<file path="src/rtl/core/fspm_pkg.sv">
// Shared types, codes and defaults of the frame slot pool manager.
`timescale 1ns / 1ps
`default_nettype none
package fspm_pkg;

  localparam int SLOT_COUNT_DEF = 4;
  localparam int MAX_WIDTH_DEF  = 4096;
  localparam int MAX_HEIGHT_DEF = 4096;

  localparam int CFG_INDEX_W = 4;
  localparam int CFG_DATA_W  = 13;
  localparam int DIM_W       = 13;
  localparam int PITCH_W     = 15;
  localparam int COUNT_W     = 64;

  localparam logic [CFG_INDEX_W-1:0] CFG_FORMAT_WIDTH  = 4'd0;
  localparam logic [CFG_INDEX_W-1:0] CFG_FORMAT_HEIGHT = 4'd1;

  typedef enum logic [2:0] {
    MODE_CLAIM   = 3'd0,
    MODE_RELEASE = 3'd1,
    MODE_ACQUIRE = 3'd2,
    MODE_QUERY   = 3'd3,
    MODE_FLUSH   = 3'd4
  } mode_t;

  typedef struct packed {
    logic [2:0] mode;
    logic [2:0] slot_id;
  } in_item_t;

  typedef struct packed {
    logic [2:0]         granted_slot;
    logic               dropped;
    logic [2:0]         busy_count;
    logic [1:0]         frame_slot;
    logic               frame_valid;
    logic [DIM_W-1:0]   out_width;
    logic [DIM_W-1:0]   out_height;
    logic [PITCH_W-1:0] out_pitch;
    logic [COUNT_W-1:0] frames_done;
  } out_item_t;

  typedef struct packed {
    logic load;
    logic scan;
    logic exec;
  } dp_cmd_t;

  typedef struct packed {
    logic need_scan;
    logic scan_last;
  } dp_stat_t;

endpackage
`default_nettype wire

</file>
<file path="src/rtl/core/fspm_ctrl.sv">
// Operation sequencer: accept, slot scan, execute.
`timescale 1ns / 1ps
`default_nettype none
module fspm_ctrl import fspm_pkg::*; (
  input  wire logic     clk,
  input  wire logic     rst_n,
  input  wire logic     start,
  output logic          busy,
  input  wire dp_stat_t stat,
  output dp_cmd_t       cmd
);

  typedef enum logic [1:0] {
    S_IDLE,
    S_SCAN,
    S_EXEC
  } state_t;

  state_t state_r, state_nxt;
  logic   busy_r, busy_nxt;

  always_comb begin
    state_nxt = state_r;
    unique case (state_r)
      S_IDLE: begin
        if (start) begin
          state_nxt = stat.need_scan ? S_SCAN : S_EXEC;
        end
      end
      S_SCAN: begin
        if (stat.scan_last) begin
          state_nxt = S_EXEC;
        end
      end
      S_EXEC: begin
        state_nxt = S_IDLE;
      end
      default: begin
        state_nxt = S_IDLE;
      end
    endcase
    busy_nxt = (state_nxt != S_IDLE);
  end

  always_ff @(posedge clk) begin
    if (!rst_n) begin
      state_r <= S_IDLE;
      busy_r  <= 1'b0;
    end else begin
      state_r <= state_nxt;
      busy_r  <= busy_nxt;
    end
  end

  assign busy     = busy_r;
  assign cmd.load = start && !busy_r;
  assign cmd.scan = (state_r == S_SCAN);
  assign cmd.exec = (state_r == S_EXEC);

  a_exec_one_cycle: assert property (@(posedge clk) disable iff (!rst_n)
    state_r == S_EXEC |=> state_r == S_IDLE)
    else $error("execute state held more than one cycle");

  a_scan_to_exec: assert property (@(posedge clk) disable iff (!rst_n)
    (state_r == S_SCAN && stat.scan_last) |=> state_r == S_EXEC)
    else $error("scan end did not advance to execute");

endmodule
`default_nettype wire

</file>
<file path="src/rtl/core/fspm_dp.sv">
// Slot pool state, slot scan, operation update and result register.
`timescale 1ns / 1ps
`default_nettype none
module fspm_dp import fspm_pkg::*; #(
  parameter int SLOT_COUNT = SLOT_COUNT_DEF,
  parameter int MAX_WIDTH  = MAX_WIDTH_DEF,
  parameter int MAX_HEIGHT = MAX_HEIGHT_DEF
) (
  input  wire logic                   clk,
  input  wire logic                   rst_n,
  input  wire in_item_t               in_payload,
  input  wire dp_cmd_t                cmd,
  output dp_stat_t                    stat,
  input  wire logic                   cfg_write,
  input  wire logic [CFG_INDEX_W-1:0] cfg_index,
  input  wire logic [CFG_DATA_W-1:0]  cfg_data,
  output logic                        out_valid,
  output out_item_t                   out_payload
);

  localparam int IW = $clog2(SLOT_COUNT);
  localparam int CW = $clog2(SLOT_COUNT + 1);
  localparam logic [IW-1:0] LAST_IDX   = IW'(SLOT_COUNT - 1);
  localparam logic [4:0]    SLOT_LIMIT = 5'(SLOT_COUNT);
  localparam logic [13:0]   MAX_W14    = 14'(MAX_WIDTH);
  localparam logic [13:0]   MAX_H14    = 14'(MAX_HEIGHT);

  logic [DIM_W-1:0]    fmt_w_r, fmt_w_nxt;
  logic [DIM_W-1:0]    fmt_h_r, fmt_h_nxt;
  logic [2:0]          mode_r, mode_nxt;
  logic [2:0]          sid_r, sid_nxt;
  logic [IW-1:0]       scan_idx_r, scan_idx_nxt;
  logic                found_r, found_nxt;
  logic                found_empty_r, found_empty_nxt;
  logic [IW-1:0]       chosen_r, chosen_nxt;
  logic [COUNT_W-1:0]  best_r, best_nxt;
  logic [CW-1:0]       busy_cnt_r, busy_cnt_nxt;
  logic [SLOT_COUNT-1:0] slot_busy_r, slot_busy_nxt;
  logic [COUNT_W-1:0]  slot_order_r [SLOT_COUNT];
  logic [COUNT_W-1:0]  slot_order_nxt [SLOT_COUNT];
  logic                shown_valid_r, shown_valid_nxt;
  logic [IW-1:0]       shown_index_r, shown_index_nxt;
  logic [COUNT_W-1:0]  count_r, count_nxt;
  logic                out_valid_r, out_valid_nxt;
  out_item_t           out_r, out_nxt;

  logic [COUNT_W-1:0]  cur_order;
  logic                cur_busy;
  logic                claim_elig;
  logic                present;
  logic                fmt_set;
  logic                release_ok;
  logic [IW-1:0]       rel_idx;
  logic                acq_sv;
  logic [IW-1:0]       acq_si;

  assign cur_order  = slot_order_r[scan_idx_r];
  assign cur_busy   = slot_busy_r[scan_idx_r];
  assign claim_elig = !cur_busy && !(shown_valid_r && scan_idx_r == shown_index_r);
  assign present    = !cur_busy && (cur_order != '0);
  assign fmt_set    = (fmt_w_r != '0) && (fmt_h_r != '0);
  assign release_ok = (sid_r != 3'd0) && ({2'b00, sid_r} <= SLOT_LIMIT);
  assign rel_idx    = IW'(sid_r - 3'd1);

  assign stat.need_scan = (in_payload.mode == MODE_CLAIM) ||
                          (in_payload.mode == MODE_ACQUIRE) ||
                          (in_payload.mode == MODE_QUERY);
  assign stat.scan_last = (scan_idx_r == LAST_IDX);

  always_comb begin
    fmt_w_nxt       = fmt_w_r;
    fmt_h_nxt       = fmt_h_r;
    mode_nxt        = mode_r;
    sid_nxt         = sid_r;
    scan_idx_nxt    = scan_idx_r;
    found_nxt       = found_r;
    found_empty_nxt = found_empty_r;
    chosen_nxt      = chosen_r;
    best_nxt        = best_r;
    busy_cnt_nxt    = busy_cnt_r;
    slot_busy_nxt   = slot_busy_r;
    slot_order_nxt  = slot_order_r;
    shown_valid_nxt = shown_valid_r;
    shown_index_nxt = shown_index_r;
    count_nxt       = count_r;
    out_valid_nxt   = cmd.exec;
    out_nxt         = out_r;
    acq_sv          = shown_valid_r;
    acq_si          = shown_index_r;

    if (cfg_write) begin
      unique case (cfg_index)
        CFG_FORMAT_WIDTH: begin
          fmt_w_nxt = ({1'b0, cfg_data} > MAX_W14) ? DIM_W'(MAX_W14) : cfg_data;
        end
        CFG_FORMAT_HEIGHT: begin
          fmt_h_nxt = ({1'b0, cfg_data} > MAX_H14) ? DIM_W'(MAX_H14) : cfg_data;
        end
        default: begin
        end
      endcase
    end

    if (cmd.load) begin
      mode_nxt        = in_payload.mode;
      sid_nxt         = in_payload.slot_id;
      scan_idx_nxt    = '0;
      found_nxt       = 1'b0;
      found_empty_nxt = 1'b0;
      busy_cnt_nxt    = '0;
    end else if (cmd.scan) begin
      if (scan_idx_r != LAST_IDX) begin
        scan_idx_nxt = scan_idx_r + IW'(1);
      end
      busy_cnt_nxt = busy_cnt_r + CW'(cur_busy);
      if (mode_r == MODE_CLAIM) begin
        if (claim_elig && !found_empty_r) begin
          if (cur_order == '0) begin
            chosen_nxt      = scan_idx_r;
            found_nxt       = 1'b1;
            found_empty_nxt = 1'b1;
          end else if (!found_r || cur_order < best_r) begin
            chosen_nxt = scan_idx_r;
            best_nxt   = cur_order;
            found_nxt  = 1'b1;
          end
        end
      end else if (present && (!found_r || cur_order > best_r)) begin
        chosen_nxt = scan_idx_r;
        best_nxt   = cur_order;
        found_nxt  = 1'b1;
      end
    end

    if (cmd.exec) begin
      out_nxt = '0;
      unique case (mode_r)
        MODE_CLAIM: begin
          if (fmt_set && found_r) begin
            slot_busy_nxt[chosen_r]  = 1'b1;
            slot_order_nxt[chosen_r] = '0;
            out_nxt.granted_slot     = 3'({1'b0, chosen_r} + (IW + 1)'(1));
          end else begin
            out_nxt.dropped = 1'b1;
          end
          out_nxt.busy_count = fmt_set ? 3'(busy_cnt_r) : 3'd0;
        end
        MODE_RELEASE: begin
          if (release_ok) begin
            slot_busy_nxt[rel_idx]  = 1'b0;
            count_nxt               = count_r + COUNT_W'(1);
            slot_order_nxt[rel_idx] = count_nxt;
          end
        end
        MODE_ACQUIRE: begin
          if (found_r) begin
            acq_sv          = 1'b1;
            acq_si          = chosen_r;
            shown_valid_nxt = 1'b1;
            shown_index_nxt = chosen_r;
          end
          if (acq_sv && fmt_set) begin
            out_nxt.frame_slot  = 2'(acq_si);
            out_nxt.frame_valid = 1'b1;
            out_nxt.out_width   = fmt_w_r;
            out_nxt.out_height  = fmt_h_r;
            out_nxt.out_pitch   = {fmt_w_r, 2'b00};
          end
        end
        MODE_QUERY: begin
          if (fmt_set && (shown_valid_r || found_r)) begin
            out_nxt.frame_valid = 1'b1;
            if (shown_valid_r) begin
              out_nxt.frame_slot = 2'(shown_index_r);
            end
          end
        end
        MODE_FLUSH: begin
          for (int i = 0; i < SLOT_COUNT; i++) begin
            slot_order_nxt[i] = '0;
          end
          shown_valid_nxt = 1'b0;
          shown_index_nxt = '0;
        end
        default: begin
        end
      endcase
      out_nxt.frames_done = count_nxt;
    end
  end

  always_ff @(posedge clk) begin
    if (!rst_n) begin
      fmt_w_r       <= '0;
      fmt_h_r       <= '0;
      slot_busy_r   <= '0;
      for (int i = 0; i < SLOT_COUNT; i++) begin
        slot_order_r[i] <= '0;
      end
      shown_valid_r <= 1'b0;
      shown_index_r <= '0;
      count_r       <= '0;
      out_valid_r   <= 1'b0;
      scan_idx_r    <= '0;
      found_r       <= 1'b0;
      found_empty_r <= 1'b0;
      busy_cnt_r    <= '0;
    end else begin
      fmt_w_r       <= fmt_w_nxt;
      fmt_h_r       <= fmt_h_nxt;
      slot_busy_r   <= slot_busy_nxt;
      slot_order_r  <= slot_order_nxt;
      shown_valid_r <= shown_valid_nxt;
      shown_index_r <= shown_index_nxt;
      count_r       <= count_nxt;
      out_valid_r   <= out_valid_nxt;
      scan_idx_r    <= scan_idx_nxt;
      found_r       <= found_nxt;
      found_empty_r <= found_empty_nxt;
      busy_cnt_r    <= busy_cnt_nxt;
    end
  end

  always_ff @(posedge clk) begin
    mode_r   <= mode_nxt;
    sid_r    <= sid_nxt;
    chosen_r <= chosen_nxt;
    best_r   <= best_nxt;
    out_r    <= out_nxt;
  end

  assign out_valid   = out_valid_r;
  assign out_payload = out_r;

  a_strobe_after_exec: assert property (@(posedge clk) disable iff (!rst_n)
    out_valid_r |-> $past(cmd.exec))
    else $error("result strobe without execute cycle");

  a_drop_no_grant: assert property (@(posedge clk) disable iff (!rst_n)
    (out_valid_r && out_r.dropped) |-> (out_r.granted_slot == 3'd0))
    else $error("dropped claim carries a granted slot");

  a_release_count: assert property (@(posedge clk) disable iff (!rst_n)
    (cmd.exec && mode_r == MODE_RELEASE && release_ok) |=>
      (count_r == $past(count_r) + COUNT_W'(1)))
    else $error("release did not advance the completion count");

endmodule
`default_nettype wire

</file>
<file path="src/rtl/core/frame_slot_pool_manager.sv">
// Frame slot pool manager top level: sequencer plus slot pool datapath.
// Claim, acquire and query scan every slot, then execute; busy drops in the same
// cycle that the result strobe shows. Release, flush and unknown modes skip the scan.
// A new item is taken only while busy is low, so never before the last one is done.
// The cost is the slot scan: one slot's completion number compared per cycle.
// Synchronous active-low reset clears the pool, counters and format registers.
// Results are shown for one cycle on out_valid; the receiver cannot stall.
`timescale 1ns / 1ps
`default_nettype none
module frame_slot_pool_manager import fspm_pkg::*; #(
  parameter int SLOT_COUNT = SLOT_COUNT_DEF,
  parameter int MAX_WIDTH  = MAX_WIDTH_DEF,
  parameter int MAX_HEIGHT = MAX_HEIGHT_DEF
) (
  input  wire logic                   clk,
  input  wire logic                   rst_n,
  input  wire logic                   start,
  output logic                        busy,
  input  wire in_item_t               in_payload,
  output logic                        out_valid,
  output out_item_t                   out_payload,
  input  wire logic                   cfg_valid,
  output logic                        cfg_ready,
  input  wire logic [CFG_INDEX_W-1:0] cfg_index,
  input  wire logic [CFG_DATA_W-1:0]  cfg_data
);

  dp_cmd_t  cmd;
  dp_stat_t stat;

  assign cfg_ready = 1'b1;

  fspm_ctrl u_ctrl (
    .clk   (clk),
    .rst_n (rst_n),
    .start (start),
    .busy  (busy),
    .stat  (stat),
    .cmd   (cmd)
  );

  fspm_dp #(
    .SLOT_COUNT (SLOT_COUNT),
    .MAX_WIDTH  (MAX_WIDTH),
    .MAX_HEIGHT (MAX_HEIGHT)
  ) u_dp (
    .clk         (clk),
    .rst_n       (rst_n),
    .in_payload  (in_payload),
    .cmd         (cmd),
    .stat        (stat),
    .cfg_write   (cfg_valid && cfg_ready),
    .cfg_index   (cfg_index),
    .cfg_data    (cfg_data),
    .out_valid   (out_valid),
    .out_payload (out_payload)
  );

endmodule
`default_nettype wire
</file>
<file path="config.mk">
export PLATFORM = sky130hd
export DESIGN_NAME = frame_slot_pool_manager
export DESIGN_NICKNAME = d
export VERILOG_FILES = /design/src/rtl/core/fspm_pkg.sv /design/src/rtl/core/fspm_ctrl.sv /design/src/rtl/core/fspm_dp.sv /design/src/rtl/core/frame_slot_pool_manager.sv
export SDC_FILE = /design/constraint.sdc
export NUM_CORES = 1
export LEC_CHECK = 0
export BUFFER_PORTS_ARGS = -buffer_cell sky130_fd_sc_hd__buf_4
export CAP_MARGIN = 20
export CORE_MARGIN = 4
export CORE_UTILIZATION = 45
export DETAILED_ROUTE_END_ITERATION = 8
export PLACE_DENSITY = 0.69
export SLEW_MARGIN = 0
export SYNTH_ARGS = -nofsm -noshare
export SYNTH_HDL_FRONTEND = slang
export SYNTH_HIERARCHICAL = 1
export SYNTH_SLANG_ARGS = --single-unit
</file>
<file path="constraint.sdc">
create_clock -name clk -period 9.06 [get_ports clk]
set_input_delay 0.453 -clock clk [delete_from_list [all_inputs] [get_ports clk]]
set_output_delay 0.453 -clock clk [all_outputs]
set_load 0.005 [all_outputs]
</file>
==> results of run 1 <==
-- logic make-up (layout without fill, tap and decap cells) --
logic type / after synthesis / count (layout)
flip-flops: 536 / 536
adder cells (fa/ha/maj): 72 / 72
AO/OA/AOI/OAI: 423 / 423
AND/OR/NAND/NOR: 835 / 835
XOR/XNOR: 170 / 170
multiplexers: 93 / 93
buffers and inverters: 254 / 355
other: 2 / 4
-- stage by stage --
step           worst slack, ns   util  hold WS, ns  power [mW]  instances
2_1_floorplan             2.44      -        0.420        2.64       2386
3_3_place_gp              3.77  0.482        0.428        2.72       3081
3_5_place_dp              3.63  0.482        0.442        2.72       3082
4_1_cts                   3.59  0.517       0.0133        5.04       3183
5_1_grt                   3.27  0.517       0.0222        5.15       3183
6_report                  3.63  0.517       0.0427        5.00       3184
-- worst min path at each step --
| stage | start | to | slack [ns] | cells after the start |
|---|---|---|---|---|
| 6_report | in_payload[0] | u_dp/sid_r[0]$_DFFE_PP_ | 0.04 | 1 |
| 3_3_place_gp | u_dp/slot_order_r[125]$_SDFFE_PN0P_ | u_dp/slot_order_r[125]$_SDFFE_PN0P_ | 0.43 | 2 |
| 2_1_floorplan | u_dp/slot_order_r[100]$_SDFFE_PN0P_ | u_dp/slot_order_r[100]$_SDFFE_PN0P_ | 0.42 | 2 |
| 5_1_grt | in_payload[0] | u_dp/sid_r[0]$_DFFE_PP_ | 0.02 | 1 |
| 4_1_cts | in_payload[1] | u_dp/sid_r[1]$_DFFE_PP_ | 0.01 | 1 |
| 3_5_place_dp | u_dp/slot_order_r[124]$_SDFFE_PN0P_ | u_dp/slot_order_r[124]$_SDFFE_PN0P_ | 0.44 | 2 |
-- cell usage after synthesis, drive strengths merged, types with 69 or more instances --
cell type	instances
o21ai	102
xor2	69
a22oi	113
a21oi	109
inv	84
dfxtp	364
clkbuf	106
xnor2	101
nand2	189
edfxtp	172
ha	72
nor2	337
-- routing by layer --
layer | track usage | vias up
met5 | 0 | -
met4 | 0.104 | 0
met3 | 0.0462 | 168
met2 | 0.375 | 874
met1 | 0.314 | 9237
li1 | - | 8573
-- sequential cells by signal, summed over array words and instances, names as in the netlist, 3 cells and up --
signal,flops
u_dp/best_r,64
u_dp/busy_cnt_r,3
u_dp/count_r,64
u_dp/fmt_h_r,13
u_dp/fmt_w_r,13
u_dp/mode_r,3
u_dp/out_payload,100
u_dp/sid_r,3
u_dp/slot_busy_r,4
u_dp/slot_order_r,256
-- final cells by class --
type | count | share of cell area
repair buffers | 170 | 0.0461
diodes | 1 | 0.0000901
well taps | 696 | 0.0313
flip-flops and latches | 536 | 0.448
multi-input cells | 1596 | 0.394
clock inverters | 13 | 0.00378
clock buffers | 88 | 0.0647
inverters | 84 | 0.0115
-- critical path, cell delays in order (launching register included) --
cell and delay [ns]:
dfxtp_4 0.64, buf_4 0.87, mux4_2 0.65, ha_1 0.33, nand4_1 0.13, nor4_1 0.56, nand4_1 0.25, o31ai_1 0.37
a211o_1 0.15, o211a_1 0.18, a21boi_4 0.16, buf_4 0.66
-- power by group through the flow --
stage	combinational, mW	sequential, mW	clock [mW]
after floorplan	0.0906	2.55	0
after global placement	0.157	2.56	0
after detailed placement	0.159	2.56	0
after CTS	0.160	2.51	2.37
after global routing	0.171	2.51	2.47
final	0.161	2.51	2.34
-- cells in the final DEF, fill, tap and decap left out, types with 5 or more instances in the layout --
cell type and instances:
a211oi_1 5, a21o_1 12, a21oi_1 108, a22o_1 12, a22oi_1 113, a2bb2oi_1 13, a32o_1 16, and2_1 41
and3_1 26, and4_1 13, buf_4 169, clkbuf_1 9, clkbuf_16 60, clkbuf_8 19, clkinv_2 8, dfxtp_1 362
edfxtp_1 172, ha_1 72, inv_1 82, mux2i_1 28, mux4_2 65, nand2_1 188, nand2b_1 7, nand3_1 49
nand4_1 41, nor2_1 333, nor2b_1 19, nor3_1 28, nor3_2 8, nor4_1 24, nor4_2 5, o211ai_1 11
o21ai_0 102, or2_2 6, or3_1 19, xnor2_1 97, xor2_1 69
==> out/metrics.csv, run 1 <==
stage,metric,value,unit
power_and_ir_drop,switching_share,0.215,
cts,clock_latency,0.61,ns
die,initial_core_util,0.454,
cells_and_area,seqCellArea,0.0125,sq mm
routing,first_pass_iters,5,
die,io_pins,145,
power_and_ir_drop,p_per_area,180,mW/mm^2
worst_setup_path,crit_fanout,64,
routing,ant_nets,0,
synthesis,synth-edff-count,172,
synthesis,synth_area_per_cell,10.2,sq um
timing,period_share,0.599,
routing,drt_iter0_markers,2024,
synthesis,syn_area,0.0244,sq mm
cts,path_clk_slew,0.06,ns
timing,hold_viol,0,
timing,setup_tns,0,ns
worst_setup_path,path_class,reg -> reg,
cells_and_area,drive_above_1_share,0.150,
synthesis,synth_top_area_share,0.299,
placement,place_area,0.0259,sq mm
routing,drt_wl_total,69.5,mm
placement,portBuffers,141,
synthesis,yosys.area_share.simple,0.163,
global_route,grt_util_all_layers,0.235,
synthesis,yosysTopAreaCell,dfxtp_1,
power_and_ir_drop,power_switching,1.08,mW
global_route,antenna_found_initial,0,
synthesis,synth_area_leaders,"dfxtp_1 (30%), edfxtp_1 (21%), mux4_2 (6.0%)",
synthesis,syn_inst,2385,
die,die-area,0.0580,sq mm
synthesis,muxShareOfSynthArea,0.0715,
global_route,grt_pass1_wl,107,mm
power_and_ir_drop,pwr-share-comb,0.032,
synthesis,synth_seq_cells,536,
synthesis,synth_top_family_by_area,simple AND/OR/NAND/NOR gates,
die,fp.coreArea,0.0537,sq mm
worst_setup_path,r2r_setup_slack,3.63,ns
synthesis,synth_flop_cell,dfxtp_1,
placement,dp_hpwl,46.5,mm
worst_setup_path,rr_worst_depth,11,
worst_setup_path,crit_start,u_dp/scan_idx_r[0]$_SDFFE_PP0P_,
timing,setup_viol,0,
synthesis,synth-seq-area-share,0.511,
routing,wl_met2,31.7,mm
cts,post_cts_buffers,0,
synthesis,yosys_warnings,6,
cells_and_area,nFillCells,4643,
worst_setup_path,critPathCaptureType,flop,
timing,max_freq,184,MHz
timing,tightest_slew,1.25,ns
routing,wl_met1,28.9,mm
worst_setup_path,crit_arrival,5.65,ns
routing,drc_errors,0,
worst_setup_path,reg2reg_to,u_dp/best_r[4]$_DFFE_PP_,
routing,dr.max_layer_used,met4,
cts,clk_path_buf_depth,3,
worst_setup_path,required,9.28,ns
cells_and_area,syn_to_final_growth,13.9,%
die,die_height,241,um
power_and_ir_drop,ir_drop,151,uV
cells_and_area,fin_area,0.0278,sq mm
global_route,grt_max_degree,97,
synthesis,synthXorXnorAreaFrac,0.0623,
cells_and_area,fin_nets,2542,
global_route,grt-ovfl-total,0,
routing,wl_met3,5.85,mm
power_and_ir_drop,internal_power,3.93,mW
timing,slew_violations,0,
power_and_ir_drop,pwr-share-clk,0.467,
placement,place.gp.congestion,0.909,
cts,clkSinkCount,536,
timing,rsz0062_at_grt,false,
cts,cts_buffers,55,
synthesis,synth_adder_area_share,0.0369,
worst_setup_path,r2r_start,u_dp/scan_idx_r[0]$_SDFFE_PP0P_,
global_route,grt_pass1_vias,18800,
worst_setup_path,endpoint,u_dp/best_r[4]$_DFFE_PP_,
flow_run,maxCapViolations,0,
synthesis,synth_compound_area_frac,0.112,
routing,vias_per_cell,5.92,
timing,skew,0.0263,ns
power_and_ir_drop,p_leak,10.4,nW
timing,period_needed,5.43,ns
cts,cts_root_buffer,clkbuf_16,
timing,slew_headroom,0.168,
cts,ctsResizeCount,0,
worst_hold_path,worstHoldPathType,in -> reg,
routing,wire_per_inst,21.8,um
cts,holdBufCountCts,0,
cells_and_area,multiInputGateArea,0.0109,sq mm
synthesis,asyncSetResetFlopFracSynth,0,
outcome,status,completed,
cts,cts_tree,built,
die,dieWidth,241,um
synthesis,ys_types,71,
worst_setup_path,startpoint_type,flop,
power_and_ir_drop,seqPwrFrac,0.501,
die,rows,85,
routing,vias,18900,
cts,htree_levels,2,
(Power assumes the default switching activity.)
==> run 2, diff against run 1 <==
ABC_AREA = 1   (was default)
clock period = 5.4 ns   (was 9.06 ns; I/O delays follow)
==> out/metrics.csv, run 2 <==
stage,metric,value,unit
cells_and_area,largest_reg_flops,256,
timing,slew_violations,0,
cells_and_area,final_cell_mix,"nand2_1 (976), a21oi_1 (458), dfxtp_1 (362)",
cts,post_cts_buffers,0,
worst_setup_path,r2r_start,u_dp/scan_idx_r[0]$_SDFFE_PP0P_,
timing,tightest_slew,1.05,ns
placement,portBuffers,141,
synthesis,syn_area,0.0283,sq mm
cts,htree_levels,2,
cells_and_area,fin_util,0.512,
routing,drt_wl_total,87.7,mm
synthesis,yosysTopAreaCell,dfxtp_1,
worst_setup_path,required,5.71,ns
placement,place.gp.congestion,0.985,
synthesis,syn_inst,3849,
timing,slew_headroom,0.301,
flow_run,maxCapViolations,0,
worst_setup_path,path_class,reg -> reg,
placement,dp_hpwl,56.8,mm
global_route,grt-ovfl-total,0,
power_and_ir_drop,p_per_area,285,mW/mm^2
cells_and_area,final_common_cell,nand2_1,
cells_and_area,fin_area,0.0317,sq mm
worst_hold_path,min_to,u_dp/fmt_h_r[7]$_SDFFE_PN0P_,
cts,clkSinkCount,536,
synthesis,synth_area_leaders,"dfxtp_1 (26%), edfxtp_1 (18%), nand2_1 (13%)",
routing,drt_iter0_markers,3095,
worst_setup_path,rr_worst_depth,20,
routing,vias_per_cell,5.63,
worst_setup_path,crit_arrival,4.62,ns
timing,max_freq,232,MHz
synthesis,asyncSetResetFlopFracSynth,0,
timing,hold_viol,0,
die,initial_core_util,0.457,
global_route,use_met3,0.0486,
cts,cts_tree,built,
synthesis,synth_area_per_cell,7.35,sq um
cts,path_clk_slew,0.06,ns
global_route,grt_max_degree,171,
cells_and_area,fin_nets,3946,
routing,drc_errors,0,
timing,setup_viol,0,
global_route,met2_usage,0.386,
timing,setup_tns,0,ns
routing,vias,26600,
timing,period_needed,4.31,ns
power_and_ir_drop,finalPower,9.05,mW
placement,place_area,0.0298,sq mm
power_and_ir_drop,p_leak,12.4,nW
cells_and_area,drive_above_1_share,0.0835,
worst_hold_path,hold_start,cfg_data[7],
worst_setup_path,critPathCaptureType,flop,
global_route,grt_pass1_vias,23800,
die,die-area,0.0670,sq mm
routing,wire_per_inst,18.5,um
die,dieWidth,259,um
synthesis,synth_flop_cell,dfxtp_1,
die,die_height,259,um
synthesis,ys_types,52,
global_route,busiest_layer,met2,
die,rows,91,
placement,placedCellCount,4614,
synthesis,yosys_warnings,6,
synthesis,synth-edff-count,172,
worst_setup_path,reg2reg_to,u_dp/best_r[28]$_DFFE_PP_,
global_route,grt_pass1_wl,137,mm
timing,rsz0062_at_grt,false,
synthesis,synth_top_area_share,0.257,
global_route,antenna_found_initial,0,
cts,cts_buffers,55,
die,fp.coreArea,0.0619,sq mm
synthesis,synth_most_common_cell,nand2_1,
synthesis,synth_seq_cells,536,
outcome,status,completed,
synthesis,netlist_top_cells_count,"nand2_1 (980), a21oi_1 (458), dfxtp_1 (364)",
worst_hold_path,worstHoldPathType,in -> reg,
cts,cts_root_buffer,clkbuf_16,
cells_and_area,stdcell_count,4731,
power_and_ir_drop,ir_drop,230,uV
timing,skew,0.0266,ns
cts,clock_latency,0.62,ns
worst_setup_path,crit_fanout,57,
timing,period_share,0.799,
worst_setup_path,startpoint_type,flop,
cells_and_area,regMostFlops,u_dp/slot_order_r,
synthesis,synth-seq-area-share,0.440,
routing,ant_nets,0,
routing,first_pass_iters,6,
global_route,grt_util_all_layers,0.252,
die,io_pins,145,
cts,clk_path_buf_depth,3,
worst_hold_path,min_delay_path_depth,3,
worst_setup_path,r2r_setup_slack,1.09,ns
cells_and_area,syn_to_final_growth,12.0,%
global_route,use_met1,0.356,
[run 2: cell types whose count changed in the layout (fill, tap and decap cells not counted), moves of 86 or more]
cell	before	now
o211ai_1	11	156
nand3_1	49	204
nand2_1	188	976
a22oi_1	113	9
nor2_1	333	244
a21oi_1	108	458
xnor2_1	97	11
inv_1	82	346
o21ai_0	102	351
[run 2: how the worst max path moves through the flow]
stage,cells after the start,slack (ns),endpoint,startpoint
2_1_floorplan,11,0.82,u_dp/slot_order_r[141]$_SDFFE_PN0P_,u_ctrl/state_r[1]$_SDFF_PN0_
3_3_place_gp,21,1.20,u_dp/best_r[22]$_DFFE_PP_,u_dp/scan_idx_r[1]$_SDFFE_PP0P_
3_5_place_dp,20,1.11,u_dp/best_r[25]$_DFFE_PP_,u_dp/scan_idx_r[0]$_SDFFE_PP0P_
4_1_cts,20,1.09,u_dp/best_r[46]$_DFFE_PP_,u_dp/scan_idx_r[0]$_SDFFE_PP0P_
5_1_grt,22,0.72,u_dp/best_r[29]$_DFFE_PP_,u_dp/scan_idx_r[0]$_SDFFE_PP0P_
6_report,20,1.09,u_dp/best_r[28]$_DFFE_PP_,u_dp/scan_idx_r[0]$_SDFFE_PP0P_
[run 2: kinds of logic (layout without fill, tap and decap cells)]
kind of cell,Yosys count,after routing,synth area share
other cells,2,4,0.000265
fa+ha+maj,72,72,0.0318
simple gates,1554,1554,0.229
buf+inv,614,657,0.0854
xor+xnor,49,49,0.0154
flops,536,536,0.440
compound gates,1022,1022,0.199
[run 2: power by group]
group	leakage [nW]	switching (mW)	internal, mW
registers	4.54	0.0837	4.27
logic	7.04	0.670	0.267
clock network	0.864	1.63	2.13
[run 2: layout make-up]
| type | instances | area [sq um] |
|---|---|---|
| tap | 837 | 1050 |
| inverter | 361 | 1360 |
| timing repair buffer | 193 | 1590 |
| clock buffer | 82 | 1590 |
| fill | 5983 | 30200 |
| clock inverter | 21 | 163 |
| antenna | 1 | 2.50 |
| sequential | 536 | 12500 |
| multi-input combinational | 2700 | 13500 |
[run 2: repair_timing]
action | CTS | global route
resized for setup | 0 | 0
hold endpoints to repair | 17 | 0
setup endpoints to repair | 0 | 0
hold buffers | 12 | 0
[run 2: per-layer routing]
layer  vias up  share of wire
li1      12900              -
met1     12300           0.43
met2      1206           0.44
met3       179          0.099
met4         0          0.035
met5         -              0
[run 2: metrics by stage]
| step | setup slack, ns | hold WS [ns] |
|---|---|---|
| after floorplan | 0.818 | 0.369 |
| final | 1.09 | 0.0362 |
| after global routing | 0.725 | 0.0343 |
| after CTS | 1.09 | 0.00107 |
| after detailed placement | 1.11 | 0.450 |
| after global placement | 1.20 | 0.450 |
[run 2: critical path, cell delays in order, from the launching register on]
cell,delay [ns]
dfxtp_4,0.36
inv_4,0.41
buf_4,0.60
nand2_1,0.10
nand3_1,0.09
nand2_1,0.20
inv_1,0.15
ha_1,0.15
nand2_1,0.07
nor2_1,0.15
nand3b_1,0.09
nor2_1,0.23
nand2_1,0.15
nand2_1,0.13
nand2_1,0.06
nand2_1,0.06
nand2_1,0.05
nand2_1,0.07
nand3_1,0.11
nor2_4,0.34
buf_12,0.30
